$ cat src/sv/tcpca_pkg.sv
// Shared types, codes and transition tables for the TCP state machine
// with challenge ACK rate limiting. No dependencies.
`default_nettype none

package tcpca_pkg;

    localparam int NUM_STATES = 10;
    localparam int NUM_EVENTS = 6;

    // Connection states
    localparam logic [3:0] ST_LISTEN      = 4'd0;
    localparam logic [3:0] ST_SYN_RCVD    = 4'd1;
    localparam logic [3:0] ST_ESTAB       = 4'd2;
    localparam logic [3:0] ST_CLOSE_WAIT  = 4'd3;
    localparam logic [3:0] ST_LAST_ACK    = 4'd4;
    localparam logic [3:0] ST_FIN_WAIT1   = 4'd5;
    localparam logic [3:0] ST_FIN_WAIT2   = 4'd6;
    localparam logic [3:0] ST_CLOSING     = 4'd7;
    localparam logic [3:0] ST_TIME_WAIT   = 4'd8;
    localparam logic [3:0] ST_CLOSED      = 4'd9;

    // Segment events
    localparam logic [2:0] SEG_SYN   = 3'd0;
    localparam logic [2:0] SEG_ACK   = 3'd1;
    localparam logic [2:0] SEG_FIN   = 3'd2;
    localparam logic [2:0] SEG_RST   = 3'd3;
    localparam logic [2:0] SEG_DATA  = 3'd4;
    localparam logic [2:0] SEG_CLOSE = 3'd5;

    // Responses
    localparam logic [2:0] RSP_SILENT  = 3'd0;
    localparam logic [2:0] RSP_SYN_ACK = 3'd1;
    localparam logic [2:0] RSP_ACK     = 3'd2;
    localparam logic [2:0] RSP_RST     = 3'd3;
    localparam logic [2:0] RSP_FIN_ACK = 3'd4;

    // Configuration register indexes
    localparam int CFG_IDX_W  = 2;
    localparam int CFG_DATA_W = 20;
    localparam logic [CFG_IDX_W-1:0] CFG_CHAL_LIMIT   = 2'd0;
    localparam logic [CFG_IDX_W-1:0] CFG_WINDOW_TICKS = 2'd1;
    localparam logic [CFG_IDX_W-1:0] CFG_CLEAR_ON_RST = 2'd2;

    localparam logic [7:0]  LIMIT_RESET  = 8'd10;
    localparam logic [19:0] WINDOW_RESET = 20'd5000;

    typedef struct packed {
        logic [2:0]  segment;
        logic [15:0] elapsed;
        logic        restart_first;
    } t_in;

    typedef struct packed {
        logic [2:0] response;
        logic [3:0] next_conn_state;
        logic       is_challenge;
        logic       suppressed;
    } t_out;

    typedef struct packed {
        logic [7:0]  limit;
        logic [19:0] window;
        logic        clear_on_restart;
    } t_cfg;

    typedef struct packed {
        logic [7:0]  count;
        logic        open;
        logic [19:0] ticks;
    } t_lim;

    typedef logic [0:NUM_EVENTS-1][3:0] t_nxt_row;
    typedef logic [0:NUM_EVENTS-1][2:0] t_rsp_row;

    // Next state, columns SYN ACK FIN RST DATA CLOSE
    localparam t_nxt_row NXT_TAB [0:NUM_STATES-1] = '{
        '{ST_SYN_RCVD, ST_LISTEN, ST_LISTEN, ST_LISTEN, ST_LISTEN, ST_CLOSED},
        '{ST_SYN_RCVD, ST_ESTAB, ST_CLOSE_WAIT, ST_LISTEN, ST_SYN_RCVD, ST_FIN_WAIT1},
        '{ST_ESTAB, ST_ESTAB, ST_CLOSE_WAIT, ST_CLOSED, ST_ESTAB, ST_FIN_WAIT1},
        '{ST_CLOSE_WAIT, ST_CLOSE_WAIT, ST_CLOSE_WAIT, ST_CLOSED, ST_CLOSE_WAIT,
          ST_LAST_ACK},
        '{ST_LAST_ACK, ST_CLOSED, ST_LAST_ACK, ST_CLOSED, ST_LAST_ACK, ST_LAST_ACK},
        '{ST_FIN_WAIT1, ST_FIN_WAIT2, ST_CLOSING, ST_CLOSED, ST_FIN_WAIT1,
          ST_FIN_WAIT1},
        '{ST_FIN_WAIT2, ST_FIN_WAIT2, ST_TIME_WAIT, ST_CLOSED, ST_FIN_WAIT2,
          ST_FIN_WAIT2},
        '{ST_CLOSING, ST_TIME_WAIT, ST_CLOSING, ST_CLOSED, ST_CLOSING, ST_CLOSING},
        '{ST_TIME_WAIT, ST_TIME_WAIT, ST_TIME_WAIT, ST_TIME_WAIT, ST_TIME_WAIT,
          ST_TIME_WAIT},
        '{ST_CLOSED, ST_CLOSED, ST_CLOSED, ST_CLOSED, ST_CLOSED, ST_CLOSED}
    };

    // Response, same layout
    localparam t_rsp_row RSP_TAB [0:NUM_STATES-1] = '{
        '{RSP_SYN_ACK, RSP_RST, RSP_SILENT, RSP_SILENT, RSP_RST, RSP_SILENT},
        '{RSP_SILENT, RSP_SILENT, RSP_ACK, RSP_SILENT, RSP_SILENT, RSP_FIN_ACK},
        '{RSP_ACK, RSP_SILENT, RSP_ACK, RSP_SILENT, RSP_ACK, RSP_FIN_ACK},
        '{RSP_ACK, RSP_SILENT, RSP_ACK, RSP_SILENT, RSP_ACK, RSP_FIN_ACK},
        '{RSP_ACK, RSP_SILENT, RSP_ACK, RSP_SILENT, RSP_SILENT, RSP_SILENT},
        '{RSP_ACK, RSP_SILENT, RSP_ACK, RSP_SILENT, RSP_ACK, RSP_SILENT},
        '{RSP_ACK, RSP_SILENT, RSP_ACK, RSP_SILENT, RSP_ACK, RSP_SILENT},
        '{RSP_ACK, RSP_SILENT, RSP_ACK, RSP_SILENT, RSP_SILENT, RSP_SILENT},
        '{RSP_ACK, RSP_SILENT, RSP_ACK, RSP_SILENT, RSP_SILENT, RSP_SILENT},
        '{RSP_RST, RSP_RST, RSP_RST, RSP_SILENT, RSP_RST, RSP_SILENT}
    };

endpackage

`default_nettype wire

$ cat src/sv/tcp_state_with_challenge_ack_limit.sv
// TCP connection state machine with challenge ACK rate limiting.
// Input transfer to result valid passes an input register, then a result
// register. Throughput: one item per cycle while the output is not stalled; the connection
// and limiter state update in the single cycle an item moves to the result.
// Reset (synchronous, active low) empties both registers, returns to listen,
// clears the limiter and loads the default configuration.
`default_nettype none

module tcp_state_with_challenge_ack_limit (
    input  wire logic                              i_clk,
    input  wire logic                              i_rst_n,
    // item input
    input  wire logic                              i_in_valid,
    output logic                                   o_in_stall,
    input  wire tcpca_pkg::t_in                    i_in,
    // result output
    output logic                                   o_out_valid,
    input  wire logic                              i_out_stall,
    output tcpca_pkg::t_out                        o_out,
    // configuration writes
    input  wire logic                              i_cfg_we,
    input  wire logic [tcpca_pkg::CFG_IDX_W-1:0]   i_cfg_idx,
    input  wire logic [tcpca_pkg::CFG_DATA_W-1:0]  i_cfg_wdata
);
    import tcpca_pkg::*;

    logic       r_in_valid;
    t_in        r_in;
    logic       r_out_valid;
    t_out       r_out;
    logic [3:0] r_conn;
    t_lim       r_lim;
    t_cfg       r_cfg;

    logic       w_out_free;
    logic       w_move;
    t_lim       n_lim;
    t_out       n_out;

    // Handshake: result register frees when empty or taken
    assign w_out_free  = !r_out_valid || !i_out_stall;
    assign w_move      = r_in_valid && w_out_free;
    assign o_in_stall  = r_in_valid && !w_out_free;
    assign o_out_valid = r_out_valid;
    assign o_out       = r_out;

    tcpca_step u_step (
        .i_conn (r_conn),
        .i_lim  (r_lim),
        .i_cfg  (r_cfg),
        .i_item (r_in),
        .o_lim  (n_lim),
        .o_res  (n_out)
    );

    // Input register
    always_ff @(posedge i_clk) begin
        if (!i_rst_n) begin
            r_in_valid <= 1'b0;
        end else if (!o_in_stall) begin
            r_in_valid <= i_in_valid;
        end
        if (!o_in_stall && i_in_valid) begin
            r_in <= i_in;
        end
    end

    // Result register and machine state
    always_ff @(posedge i_clk) begin
        if (!i_rst_n) begin
            r_out_valid <= 1'b0;
            r_conn      <= ST_LISTEN;
            r_lim       <= '0;
        end else begin
            if (w_out_free) begin
                r_out_valid <= r_in_valid;
            end
            if (w_move) begin
                r_conn <= n_out.next_conn_state;
                r_lim  <= n_lim;
            end
        end
        if (w_move) begin
            r_out <= n_out;
        end
    end

    // Configuration registers; unknown index ignored
    always_ff @(posedge i_clk) begin
        if (!i_rst_n) begin
            r_cfg.limit            <= LIMIT_RESET;
            r_cfg.window           <= WINDOW_RESET;
            r_cfg.clear_on_restart <= 1'b0;
        end else if (i_cfg_we) begin
            unique case (i_cfg_idx)
                CFG_CHAL_LIMIT:   r_cfg.limit            <= i_cfg_wdata[7:0];
                CFG_WINDOW_TICKS: r_cfg.window           <= i_cfg_wdata[19:0];
                CFG_CLEAR_ON_RST: r_cfg.clear_on_restart <= i_cfg_wdata[0];
                default: ;
            endcase
        end
    end

    // Checks
    a_sup_silent: assert property (@(posedge i_clk) disable iff (!i_rst_n)
        r_out_valid && r_out.suppressed |->
            r_out.is_challenge && (r_out.response == RSP_SILENT))
        else $error("suppressed result is not a silent challenge");

    a_state_range: assert property (@(posedge i_clk) disable iff (!i_rst_n)
        r_out_valid |-> (r_out.next_conn_state <= ST_CLOSED))
        else $error("next connection state out of range");

    a_state_hold: assert property (@(posedge i_clk) disable iff (!i_rst_n)
        !w_move |=> $stable(r_conn) && $stable(r_lim))
        else $error("machine state changed without an item");

    a_rst_empty: assert property (@(posedge i_clk)
        !i_rst_n |=> !r_out_valid && !r_in_valid)
        else $error("pipeline not empty after reset");

endmodule

`default_nettype wire

$ cat src/sv/tcpca_step.sv
// One step of the connection machine and the challenge ACK limiter.
// Pure combinational; depends on tcpca_pkg.
`default_nettype none

module tcpca_step (
    input  wire logic [3:0]     i_conn,
    input  wire tcpca_pkg::t_lim i_lim,
    input  wire tcpca_pkg::t_cfg i_cfg,
    input  wire tcpca_pkg::t_in  i_item,
    output tcpca_pkg::t_lim      o_lim,
    output tcpca_pkg::t_out      o_res
);
    import tcpca_pkg::*;

    logic        clr;
    logic [3:0]  conn0;
    t_lim        lim0;
    logic [20:0] sum;
    logic [19:0] ticks1;
    logic        seg_ok;
    logic        chal;
    logic        expired;

    // Restart and limiter clear
    always_comb begin
        clr   = i_item.restart_first & i_cfg.clear_on_restart;
        conn0 = i_item.restart_first ? ST_LISTEN : i_conn;
        if (conn0 > ST_CLOSED) begin
            conn0 = ST_LISTEN;
        end
        lim0 = clr ? '0 : i_lim;
    end

    // Window age, saturating at the window length
    always_comb begin
        sum = {1'b0, lim0.ticks} + {5'd0, i_item.elapsed};
        if (!lim0.open) begin
            ticks1 = lim0.ticks;
        end else if (sum > {1'b0, i_cfg.window}) begin
            ticks1 = i_cfg.window;
        end else begin
            ticks1 = sum[19:0];
        end
    end

    // Table lookup and challenge handling
    always_comb begin
        seg_ok  = i_item.segment < 3'(NUM_EVENTS);
        chal    = seg_ok && (i_item.segment == SEG_SYN)
                  && (conn0 >= ST_ESTAB) && (conn0 <= ST_TIME_WAIT);
        expired = !lim0.open || (ticks1 >= i_cfg.window);

        o_res.response        = RSP_SILENT;
        o_res.next_conn_state = conn0;
        o_res.is_challenge    = chal;
        o_res.suppressed      = 1'b0;
        o_lim.count           = lim0.count;
        o_lim.open            = lim0.open;
        o_lim.ticks           = ticks1;

        if (seg_ok) begin
            o_res.response        = RSP_TAB[conn0][i_item.segment];
            o_res.next_conn_state = NXT_TAB[conn0][i_item.segment];
        end

        if (chal) begin
            priority if (expired) begin
                o_lim.open  = 1'b1;
                o_lim.ticks = '0;
                o_lim.count = 8'd1;
            end else if (lim0.count < i_cfg.limit) begin
                o_lim.count = lim0.count + 8'd1;
            end else begin
                o_res.response   = RSP_SILENT;
                o_res.suppressed = 1'b1;
            end
        end
    end

endmodule

`default_nettype wire

$ cat config.mk
export PLATFORM = sky130hd
export DESIGN_NAME = tcp_state_with_challenge_ack_limit
export DESIGN_NICKNAME = d
export VERILOG_FILES = /design/src/sv/tcpca_pkg.sv /design/src/sv/tcp_state_with_challenge_ack_limit.sv /design/src/sv/tcpca_step.sv
export SDC_FILE = /design/constraint.sdc
export NUM_CORES = 1
export LEC_CHECK = 0
export BUFFER_PORTS_ARGS = -buffer_cell sky130_fd_sc_hd__clkbuf_2
export CAP_MARGIN = 5
export CELL_PAD_IN_SITES_DETAIL_PLACEMENT = 0
export CELL_PAD_IN_SITES_GLOBAL_PLACEMENT = 1
export CORE_ASPECT_RATIO = 1.25
export CORE_MARGIN = 2
export CORE_UTILIZATION = 35
export CTS_BUF_LIST = sky130_fd_sc_hd__clkbuf_8
export CTS_CLUSTER_SIZE = 25
export DETAILED_ROUTE_END_ITERATION = 16
export GPL_TIMING_DRIVEN = 0
export PLACE_DENSITY = 0.72
export REMOVE_ABC_BUFFERS = 1
export SKIP_LAST_GASP = 1
export SLEW_MARGIN = 30
export SYNTH_ARGS = -nofsm -noshare
export SYNTH_HDL_FRONTEND = slang
export SYNTH_SLANG_ARGS = --single-unit
export TNS_END_PERCENT = 5
$ cat constraint.sdc
create_clock -name i_clk -period 24.2 [get_ports i_clk]
set_clock_uncertainty 0.15 [all_clocks]
set_input_delay 1.21 -clock i_clk [delete_from_list [all_inputs] [get_ports i_clk]]
set_output_delay 1.21 -clock i_clk [all_outputs]
set_load 0.02 [all_outputs]
Yosys cells after proc, flatten, opt, wreduce, memory -nomap -nowiden. Memories as Yosys holds them, arrays and structs flattened. Cells that the tools add are included.

Input port bits: 47. Flip-flop bits (word level): 93. Word-level logic and storage cells: 78. Memories: 2. ROM bits: 672.

Memories: (no name shown) (words 16, bits a word 24, rd ports 1, clocked after Yosys merged registers in 0, write ports 0, line tcpca_step.sv:63) `o_res.next_conn_state = NXT_TAB[conn0][i_item.segment];`; (no name shown) (words 16, bits a word 18, rd ports 1, clocked after Yosys merged registers in 0, write ports 0, line tcpca_step.sv:62) `o_res.response = RSP_TAB[conn0][i_item.segment];`.

Add/sub/neg operators: 2. Equality and inequality tests: 2. Reductions and logical operators: 19. Order comparisons: 9. Bitwise operators: 4. Multiplexer cells: 24.

Operators by type and width (count): $mux W29 (2); $mux W24 (2); $mux W20 (2); $mux W18 (2); $add A20 B16 Y21 (1); $gt A21 B20 Y1 (1); $mux W21 (1); $ge A20 B20 Y1 (1); $mux W4 (4); $mux W8 (2); $mux W3 (5); $bmux W4 S3 (1); $bmux W3 S3 (1); $add A8 B1 Y8 const B (1); $lt A8 B8 Y1 (1); $mux W7 (1); $logic_and A1 B1 Y1 (6); $reduce_and A2 Y1 (3); $ge A5 B5 Y1 const B (1); $logic_not A1 Y1 (5); $not A4 Y5 (1); $ge A4 B2 Y1 const B (1); $ge A4 B4 Y1 const B (1); $gt A4 B4 Y1 const B (1); other kinds (12) (13).

Longest topological paths before layout. Gate-level depths: netlist (run 1).

Word-level depth: 14. Depth in mapped cells: 38.

By module. From an unflattened synthesis (run 1), not the netlist that was laid out.

Cell total of the unflattened synthesis: 916. Area total of the unflattened synthesis: 7687.4 um^2.

By module, submodules not included: tcpca_step (area each 4234.1 um^2, seq. area each 0.0 um^2, instances 1, cells each 612); tcp_state_with_challenge_ack_limit (area each 3453.3 um^2, seq. area each 2152.1 um^2, instances 1, cells each 304).

Least setup slack after synthesis (run 1). No wires, ideal clock.

Kind: register -> register. Start point: register r_in[0] (netlist bit). End point: register r_lim[1] (netlist bit). Stages on the path, launching flop included: 35. Slack: 16.415 ns. Arrival time: 7.577 ns. Cell sequence: edfxtp_1 > buf_6 > nand2_2 > clkbuf_1 > buf_1 > clkbuf_1 > and2_1 > ha_1 > and2_1 > a221o_1 > or4_1 > o221ai_2 > o311ai_0 > ha_1 > nand4_1 > or4_1 > or3_1 > a31o_2 > or2_1 > clkbuf_1 > buf_2 > o21ai_0 > nor2_1 > o21a_1 > ha_1 > a21o_1 > a21o_1 > a21oi_1 > o21ai_0 > a21o_1 > a31oi_1 > clkbuf_1 > o21ai_0 > a21oi_1 > o21a_1.

Word-level cells in the longest chain between the ends: 10.

RTL lines: start, declared (line tcp_state_with_challenge_ack_limit.sv:28) `t_in r_in;`; start signal, assigned (line tcp_state_with_challenge_ack_limit.sv:64) `r_in <= i_in;`; $and A1 B1 Y1 (line tcpca_step.sv:26) `clr = i_item.restart_first & i_cfg.clear_on_restart;`; $mux W29 (line tcpca_step.sv:31) `lim0 = clr ? '0 : i_lim;`; $add A20 B16 Y21 (line tcpca_step.sv:36) `sum = {1'b0, lim0.ticks} + {5'd0, i_item.elapsed};`; $gt A21 B20 Y1 (line tcpca_step.sv:39) `end else if (sum > {1'b0, i_cfg.window}) begin`; $mux W20 (line tcpca_step.sv:39); $mux W20 (line tcpca_step.sv:37) `if (!lim0.open) begin`; $ge A20 B20 Y1 (line tcpca_step.sv:51) `expired = !lim0.open || (ticks1 >= i_cfg.window);`; $logic_or A1 B1 Y1 (line tcpca_step.sv:51); $mux W21 (line tcpca_step.sv:67) `priority if (expired) begin`; $mux W29 * (line tcpca_step.sv:66) `if (chal) begin`; end signal, assigned (line tcp_state_with_challenge_ack_limit.sv:80) `r_lim <= n_lim;`; end, declared (line tcp_state_with_challenge_ack_limit.sv:32) `t_lim r_lim;`.

Every way passes the cells marked *; elsewhere a longest branch is shown, timed or not. A chain may end at the register's enable or synchronous reset.

Worst setup path in the final report (run 1).
Start point: register r_in[0] (netlist bit). End point: register r_lim[21] (netlist bit).

Word-level cells in the longest chain between the ends: 10.

RTL lines (line): $and A1 B1 Y1 (tcpca_step.sv:26); $mux W29 (tcpca_step.sv:31); $add A20 B16 Y21 (tcpca_step.sv:36); $gt A21 B20 Y1 (tcpca_step.sv:39); $mux W20 (tcpca_step.sv:39); $mux W20 (tcpca_step.sv:37); $ge A20 B20 Y1 (tcpca_step.sv:51); $logic_or A1 B1 Y1 (tcpca_step.sv:51); $mux W8 (tcpca_step.sv:67); $mux W29 * (tcpca_step.sv:66).

Marked as above.

==> results of run 1 <==
## worst min-delay path, stage by stage, from the launching register on
cell and delay [ns]:
dfxtp_1 0.32, nand2_1 0.05, a21oi_1 0.05
## layer usage
| layer | vias up | wire length (um) | global-route usage [%] |
|---|---|---|---|
| met1 | 3000 | 9120 | 25.3 |
| li1 | 3197 | - | - |
| met2 | 98 | 9700 | 33.3 |
| met5 | - | 0 | 0 |
| met3 | 26 | 651 | 3.15 |
| met4 | 0 | 371 | 5.57 |
## report_power, final
group,switching (mW),internal (mW),leakage (nW)
clock,0.0648,0.0494,0.0997
combinational,0.0408,0.0244,2.20
sequential,0.00509,0.167,0.801
## cell families (layout without fill, tap and decap cells)
kind of cell             count (synthesis)  after routing  share of synthesized area [%]
AO/OA/AOI/OAI                          277            277                           25.3
XOR/XNOR                                22             22                           2.78
adder cells (fa/ha/maj)                 65             65                           11.8
buffers and inverters                   99            123                           5.63
flip-flops                              93             93                           31.0
multiplexers                            16             16                           2.44
AND/OR/NAND/NOR                        301            301                           21.0
## cells in the mapped netlist, drive strengths merged (6+ instances only)
cell type	number	area [sq um]
nand3	22	110
nand2	91	344
nor3	12	60.1
a211oi	11	82.6
a2bb2oi	6	52.6
a31oi	15	93.8
xor2	11	96.3
mux2i	9	90.1
nor2	83	314
edfxtp	29	871
ha	63	788
nand4	12	75.1
inv	45	169
and3	12	75.1
o21ai	76	380
dfxtp	64	1280
a21o	10	75.1
mux2	7	78.8
a21oi	78	394
o21a	14	105
clkbuf	42	158
xnor2	11	96.3
nor2b	6	37.5
and2	30	188
a22oi	6	45.0
buf	11	60.1
o211ai	15	113
## area by class of cell
cell class | instances | area [sq um] | area share (%)
Multi-Input combinational cell | 681 | 4430 | 57.9
Timing Repair Buffer | 61 | 363 | 4.74
Clock buffer | 9 | 124 | 1.62
Inverter | 46 | 174 | 2.27
Clock inverter | 7 | 81.3 | 1.06
Sequential cell | 93 | 2150 | 28.1
Tap cell | 265 | 332 | 4.33
## state kept, by name, indices dropped and copies added (netlist names)
| name | flops |
|---|---|
| o_out_valid | 1 |
| r_lim | 29 |
| r_conn | 4 |
| r_in_valid | 1 |
| r_in | 20 |
| o_out | 9 |
| r_cfg | 29 |
## worst max path at each step
stage                           start                endpoint  slack [ns]  cells after the start
global route        r_in[0]$_DFFE_PP_  r_lim[21]$_SDFFE_PN0P_       13.90                     27
floorplan           r_in[0]$_DFFE_PP_  r_lim[10]$_SDFFE_PN0P_       16.00                     26
finish              r_in[0]$_DFFE_PP_  r_lim[21]$_SDFFE_PN0P_       14.63                     27
detailed placement  r_in[0]$_DFFE_PP_  r_lim[21]$_SDFFE_PN0P_       14.62                     29
global placement    r_in[0]$_DFFE_PP_  r_lim[16]$_SDFFE_PN0P_       12.82                     28
CTS                 r_in[0]$_DFFE_PP_  r_lim[21]$_SDFFE_PN0P_       14.54                     29
==> reports/metrics.yaml, run 1 <==
outcome: "completed"
min_period_ns: 9.57
drt-initial-drc-count: 488
cts_tree: "built"
fin_util_pct: 39.3
rows: 57
grt_pass1_vias: 6078
ys_types: 71
postCtsSetupBuffers: 0
finalNetCount: 1003
overflow: 0
whs_endpoint: "r_lim[0]$_SDFFE_PN0P_"
dp_hpwl_um: 14200
ys_ff_latch: 93
path_buf_inv: 1
layout_common_cells: "nand2_1 (90), nor2_1 (80), a21oi_1 (77)"
clock_sinks: 93
start_util_pct: 35.6
crit-reg2reg-capture: "r_lim[21]$_SDFFE_PN0P_"
cp.arrival_ns: 9.72
cp_top_family: "simple AND/OR/NAND/NOR gates"
io_buffers: 57
fin_area_sq_mm: 0.00766
p_per_area_mw_per_mm2: 45.9
crit_path_max_fanout: 44
cpMaxStageDelayCell: "edfxtp_1"
grt_pass1_wl_um: 32100
tns_ns: 0
die_w_um: 130
hold_ws_ns: 0.303
fin_cells: 1162
cts.clk_slew.worst_paths_ns: 0.10
dp_slack_ns: 14.62
cts_root_buffer: "clkbuf_8"
relSlewSlack_pct: 34.4
drive_above_1_share_pct: 12.6
via_count: 6321
cp_common_cell: "ha_1"
viasPerCell: 5.44
rsz0062_at_grt: "false"
endpoint_kind: "register"
wl_um: 19800
dieArea_sq_mm: 0.0210
ys.warnings.count: 0
synth_edf_count: 29
netlist_area_sq_mm: 0.00693
finalCritPeriodShare_pct: 39.5
holdCritPathClass: "reg2reg"
finalSetupViolations: 0
required_ns: 24.35
post_cts_resized: 0
cpPeakStageDelay_ns: 0.65
yosysSeqAreaShare_pct: 31.0
fill_cells: 2053
path_class: "reg2reg"
drc: 0
coreArea_sq_mm: 0.0195
placedCellCount: 1146
holdPathStages: 2
h-tree-depth: 3
worst_pin_slew_ns: 0.982
maxCapViolCount: 0
r2r.worst_path.cells: 27
diodes: 0
postRouteAntennaNets: 0
hold_buffers: 0
max_freq_mhz: 105
r2r-start: "r_in[0]$_DFFE_PP_"
r2r_slack_ns: 14.63
async_flop_share_pct: 0
slew_violations: 0
synthCells: 873
clockBufferDepth: 2
grt_max_degree: 45
placed_area_sq_mm: 0.00745
post_drt_wl_per_cell_um: 17.1
syn_to_final_growth_pct: 10.4
track_usage_pct: 19.5
p_leak_nw: 3.10
antenna_found_initial: 0
setup.worst_path.start_class: "register"
chipHeight_um: 161
final_common_cell: "nand2_1"
hold_violations: 0
synth_ff_type: "dfxtp_1"
power.total_mw: 0.351
peakVddDrop_mv: 0.0250
ios: 58
min_from: "r_lim[0]$_SDFFE_PN0P_"
syn_avg_cell_area_sq_um: 7.94
clk_latency_ns: 0.40
drt_pass1_iterations: 5
setup_ws_ns: 14.63
gp_congestion: 0.843
cts_buffers: 9
Power figures use the tool's default switching activity.
==> run 2: changes to the inputs <==
--- a/config.mk
+++ b/config.mk
@@ -16,7 +16,7 @@
 export CTS_CLUSTER_SIZE = 25
 export DETAILED_ROUTE_END_ITERATION = 16
 export GPL_TIMING_DRIVEN = 0
-export PLACE_DENSITY = 0.72
+export PLACE_DENSITY = 0.74
 export REMOVE_ABC_BUFFERS = 1
 export SKIP_LAST_GASP = 1
 export SLEW_MARGIN = 30
==> constraint.sdc (replaced) <==
create_clock -name i_clk -period 7.9 [get_ports i_clk]
set_clock_uncertainty 0.15 [all_clocks]
set_input_delay 0.395 -clock i_clk [delete_from_list [all_inputs] [get_ports i_clk]]
set_output_delay 0.395 -clock i_clk [all_outputs]
set_load 0.02 [all_outputs]
==> reports/metrics.yaml, run 2 (synthesis gave the netlist of run 1 again) <==
cts_root_buffer: "clkbuf_8"
reg_top3: "r_cfg x29, r_lim x29, r_in x20"
cp_top_family: "simple AND/OR/NAND/NOR gates"
maxCapViolCount: 0  # unchanged
path_class: "reg2reg"
cpMaxStageDelayCell: "or4_4"
fin_area_sq_mm: 0.00806  # +5.3%
dieArea_sq_mm: 0.0210  # unchanged
h-tree-depth: 3  # unchanged
cpPeakStageDelay_ns: 0.56  # -0.09 ns
clock_sinks: 93  # unchanged
gp_congestion: 0.870  # +3.1%
cp.arrival_ns: 7.93  # -1.79 ns
grt_util_met3_pct: 2.62  # -0.53 points
grt_pass1_vias: 6342  # +4.3%
r2r_slack_ns: 0.13  # -14.51 ns
r2r.worst_path.cells: 27  # unchanged
ios: 58  # unchanged
crit-reg2reg-capture: "r_lim[0]$_SDFFE_PN0P_"
p_per_area_mw_per_mm2: 136  # +200%
drt-initial-drc-count: 554  # +14%
endpoint_kind: "register"
outcome: "completed"
grt_max_degree: 44  # -2.2%
fin_util_pct: 41.4  # +2.1 points
clk_latency_ns: 0.39  # about the same
globalRouteMet1Util_pct: 26.2  # +0.90 points
relSlewSlack_pct: 41.6  # +7.2 points
postRouteAntennaNets: 0  # unchanged
placed_area_sq_mm: 0.00744  # about the same
swShare_pct: 31.2  # -0.33 points
via_count: 6481  # +2.5%
hold_ws_ns: 0.0228  # -0.280 ns
dp_hpwl_um: 14200  # -0.16%
diodes: 0  # unchanged
track_usage_pct: 20.5  # +0.98 points
holdPathStages: 1  # -1
busiest_layer: "met2"
final_common_cell: "nand2_1"
cts.clk_slew.worst_paths_ns: 0.10  # about the same
cts_tree: "built"
syn_to_final_growth_pct: 16.3
hold_buffers: 0  # unchanged
drc: 0  # unchanged
coreArea_sq_mm: 0.0195  # unchanged
overflow: 0  # unchanged
finalCritPeriodShare_pct: 98.4  # +59 points
wl_um: 21200  # +6.6%
switchingPower_mw: 0.341  # +210%
rows: 57  # unchanged
clockBufferDepth: 2  # unchanged
setup_ws_ns: 0.127  # -14.51 ns
post_drt_wl_per_cell_um: 17.8  # +4.2%
clockPowerShare_pct: 30.7  # -1.8 points
grt_pass1_wl_um: 33500  # +4.5%
fin_cells: 1189  # +2.3%
start_util_pct: 35.6  # unchanged
min_period_ns: 7.77  # -1.79 ns
layout_common_cells: "nand2_1 (89), nor2_1 (80), a21oi_1 (76)"
grt_use_met2_pct: 35.6  # +2.3 points
min_from: "i_in[19]"
cp_num_cells: 27  # unchanged
dp_slack_ns: -1.64  # -16.26 ns
die_w_um: 130  # unchanged
r2r-start: "r_in[0]$_DFFE_PP_"
p_leak_nw: 3.29  # +6.1%
hold_violations: 0  # unchanged
holdCritPathClass: "in2reg"
path_buf_inv: 1  # unchanged
slew_violations: 0  # unchanged
drt_pass1_iterations: 5  # unchanged
peakVddDrop_mv: 0.0727  # +190%
cts_buffers: 9  # unchanged
setup.worst_path.start_class: "register"
worst_pin_slew_ns: 0.871  # -0.111 ns
whs_endpoint: "r_in[19]$_DFFE_PP_"
finalNetCount: 1030  # +2.7%
drive_above_1_share_pct: 17.0  # +4.4 points
p_seq_share_pct: 48.1  # -0.8 points
antenna_found_initial: 0  # unchanged
io_buffers: 57  # unchanged
viasPerCell: 5.45  # +0.20%
chipHeight_um: 161  # unchanged
tns_ns: 0  # unchanged
p_int_mw: 0.752  # +210%
crit_path_max_fanout: 7  # -84%
comb_power_share_pct: 21.2  # +2.6 points
power.total_mw: 1.09  # +210%
required_ns: 8.06  # -16.29 ns
finalSetupViolations: 0  # unchanged
max_freq_mhz: 129  # +23%
placedCellCount: 1146  # unchanged
-- run 2: changes by cell type in the layout (fill, tap and decap cells not counted), moves of 3 or more --
cell,change
a31oi_1,-3
buf_4,+18
o21ai_0,-3
nand2_4,+3
-- run 2: repair_timing --
item,in CTS,in global routing
resized for setup,17,22
endpoints found under the setup margin,31,31
pin swaps,6,12
endpoints found under the hold margin,0,0
cloned,3,3
buffers inserted,9,12
-- run 2: final cells by class --
cell class,count,area [sq um]
Fill cell,2007,11400
Multi-Input combinational cell,685,4620
Sequential cell,93,2160
Timing Repair Buffer,84,581
Tap cell,265,332
Inverter,46,174
Clock buffer,9,124
Clock inverter,7,71.3
-- run 2: worst max path at each step --
stage,startpoint,endpoint
floorplan,r_in[0]$_DFFE_PP_,r_lim[10]$_SDFFE_PN0P_
global placement,r_in[0]$_DFFE_PP_,r_lim[16]$_SDFFE_PN0P_
detailed placement,r_in[0]$_DFFE_PP_,r_lim[21]$_SDFFE_PN0P_
CTS,r_in[0]$_DFFE_PP_,r_lim[0]$_SDFFE_PN0P_
global route,r_in[0]$_DFFE_PP_,r_lim[0]$_SDFFE_PN0P_
finish,r_in[0]$_DFFE_PP_,r_lim[0]$_SDFFE_PN0P_
-- run 2: layer usage --
metal  share of wire, %  vias up  routed length [um]
li1                   -     3255                   -
met1                 44     3034                9210
met2                 49      170               10500
met3                4.8       22                1020
met4                2.2        0                 463
met5                  0        -                   0
-- run 2: power groups by stage --
stage,Clock [mW],Sequential (mW),Combinational (mW)
final,0.335,0.526,0.232
after floorplan,0,0.535,0.128
after CTS,0.344,0.525,0.221
after global placement,0,0.537,0.194
after detailed placement,0,0.537,0.198
after global routing,0.365,0.529,0.256
==> run 3: changes to the inputs <==
--- a/config.mk
+++ b/config.mk
@@ -16,7 +16,7 @@
 export CTS_CLUSTER_SIZE = 25
 export DETAILED_ROUTE_END_ITERATION = 16
 export GPL_TIMING_DRIVEN = 0
-export PLACE_DENSITY = 0.74
+export PLACE_DENSITY_LB_ADDON = 0.1
 export REMOVE_ABC_BUFFERS = 1
 export SKIP_LAST_GASP = 1
 export SLEW_MARGIN = 30
==> constraint.sdc (replaced) <==
create_clock -name i_clk -period 9.3 [get_ports i_clk]
set_clock_uncertainty 0.15 [all_clocks]
set_input_delay 0.465 -clock i_clk [delete_from_list [all_inputs] [get_ports i_clk]]
set_output_delay 0.465 -clock i_clk [all_outputs]
set_load 0.02 [all_outputs]
==> reports/metrics.yaml, run 3 (synthesis gave the netlist of run 1 again) <==
postRouteAntennaNets: 0  # unchanged
setup_ws_ns: 0.409  # +0.283 ns
min_period_ns: 8.89  # +1.12 ns
wl_um: 21200  # +0.39%
ios: 58  # unchanged
dp_hpwl_um: 15000  # +6.2%
fin_cells: 1165  # -2.0%
track_usage_pct: 20.3  # -0.20 points
slew_violations: 0  # unchanged
p_leak_nw: 3.12  # -5.2%
via_count: 6496  # +0.23%
clock_sinks: 93  # unchanged
reg_top3: "r_cfg x29, r_lim x29, r_in x20"
cp.arrival_ns: 9.04  # +1.11 ns
tns_ns: 0  # unchanged
finalNetCount: 1006  # -2.3%
relSlewSlack_pct: 43.6  # +2.0 points
cpPeakStageDelay_ns: 0.56  # about the same
hold_violations: 0  # unchanged
worst_pin_slew_ns: 0.840  # -0.0303 ns
cts.clk_slew.worst_paths_ns: 0.10  # about the same
dp_slack_ns: -0.821  # +0.816 ns
layout_common_cells: "nand2_1 (89), nor2_1 (80), a21oi_1 (77)"
drt-initial-drc-count: 340  # -39%
grt_pass1_vias: 6187  # -2.4%
maxCapViolCount: 0  # unchanged
final_common_cell: "nand2_1"
min_from: "i_in[3]"
cts_tree: "built"
rows: 57  # unchanged
hold_ws_ns: 0.0923  # +0.0695 ns
holdCritPathClass: "in2reg"
path_class: "reg2reg"
r2r-start: "r_cfg[0]$_SDFFE_PN0P_"
hold_buffers: 0  # unchanged
drc: 0  # unchanged
outcome: "completed"
rsz0062_at_grt: "true"
coreArea_sq_mm: 0.0195  # unchanged
post_drt_wl_per_cell_um: 18.2  # +2.5%
cpMaxStageDelayCell: "or4_1"
clockBufferDepth: 2  # unchanged
io_buffers: 57  # unchanged
fin_util_pct: 39.5  # -1.9 points
dieArea_sq_mm: 0.0210  # unchanged
drt_pass1_iterations: 5  # unchanged
grt_pass1_wl_um: 33200  # -0.80%
viasPerCell: 5.58  # +2.3%
clk_latency_ns: 0.39  # about the same
die_w_um: 130  # unchanged
p_per_area_mw_per_mm2: 117  # -13%
finalCritPeriodShare_pct: 95.6  # -2.8 points
h-tree-depth: 3  # unchanged
start_util_pct: 35.6  # unchanged
cts_buffers: 9  # unchanged
setup.worst_path.start_class: "register"
overflow: 0  # unchanged
holdPathStages: 1  # unchanged
max_freq_mhz: 112  # -13%
grt_max_degree: 45  # +2.3%
drive_above_1_share_pct: 13.3  # -3.7 points
cts_root_buffer: "clkbuf_8"
syn_to_final_growth_pct: 10.9
diodes: 0  # unchanged
placedCellCount: 1145  # -0.087%
required_ns: 9.45  # +1.39 ns
finalSetupViolations: 0  # unchanged
r2r.worst_path.cells: 27  # unchanged
worstSetupStartpoint: "r_cfg[0]$_SDFFE_PN0P_"
cp_common_cell: "ha_1"
gp_congestion: 0.898  # +3.3%
peakVddDrop_mv: 0.0624  # -14%
endpoint_kind: "register"
chipHeight_um: 161  # unchanged
antenna_found_initial: 0  # unchanged
crit_path_max_fanout: 44  # +37
## run 3: changes by cell type in the layout (fill, tap and decap cells not counted), sizes merged
| cell | before | now |
|---|---|---|
| clkbuf | 68 | 66 |
| nand2 | 94 | 91 |
| and2 | 31 | 30 |
| inv | 47 | 48 |
| clkinvlp | 1 | 0 |
| buf | 24 | 7 |
| bufbuf | 1 | 0 |
## run 3: per-stage QoR
step	total power, mW	area (sq um)
2_1_floorplan	0.564	6720
3_3_place_gp	0.622	7330
3_5_place_dp	0.627	7410
4_1_cts	0.912	7640
5_1_grt	0.950	7690
6_report	0.903	7690
## run 3: worst paths after layout
kind | end | slack (ns)
worst max register to register | r_lim[0]$_SDFFE_PN0P_ | 0.41
worst min register to register | r_cfg[20]$_SDFFE_PN0P_ | 0.31
worst max-delay path | r_lim[0]$_SDFFE_PN0P_ | 0.41
worst min-delay path | r_in[3]$_DFFE_PP_ | 0.09
## run 3: area by class of cell
class	instances	area (sq um)
Fill cell	2016	11800
Multi-Input combinational cell	681	4470
Sequential cell	93	2150
Timing Repair Buffer	64	365
Tap cell	265	332
Inverter	46	174
Clock buffer	9	124
Clock inverter	7	68.8
## run 3: power breakdown
group / internal [mW] / switching, mW / total, mW / leakage [nW]
clock network: 0.124 / 0.157 / 0.281 / 0.106
logic: 0.0637 / 0.112 / 0.175 / 2.21
registers: 0.433 / 0.0134 / 0.447 / 0.801
## run 3: timing repair
item	in CTS	in global routing
buffers inserted	1	3
pin swaps	0	0
cloned	0	0
gates resized for setup	5	3
setup endpoints to repair	31	24
## run 3: per-layer routing
| layer | wire length (um) | GRT usage (%) |
|---|---|---|
| met2 | 9990 | 33.7 |
| met5 | 0 | 0 |
| met3 | 769 | 2.78 |
| met4 | 399 | 5.82 |
| met1 | 10100 | 27.4 |
## run 3: critical path: cells and delay by family (launching register included)
kind	cells	cell delay (ns)
xor gates and xnor gates	1	0.15
AOI/OAI and AO/OA	10	2.77
and+or+nand+nor	11	3.61
buffers and inverters	1	0.21
adders and majority gates	4	1.35
DFF	1	0.53
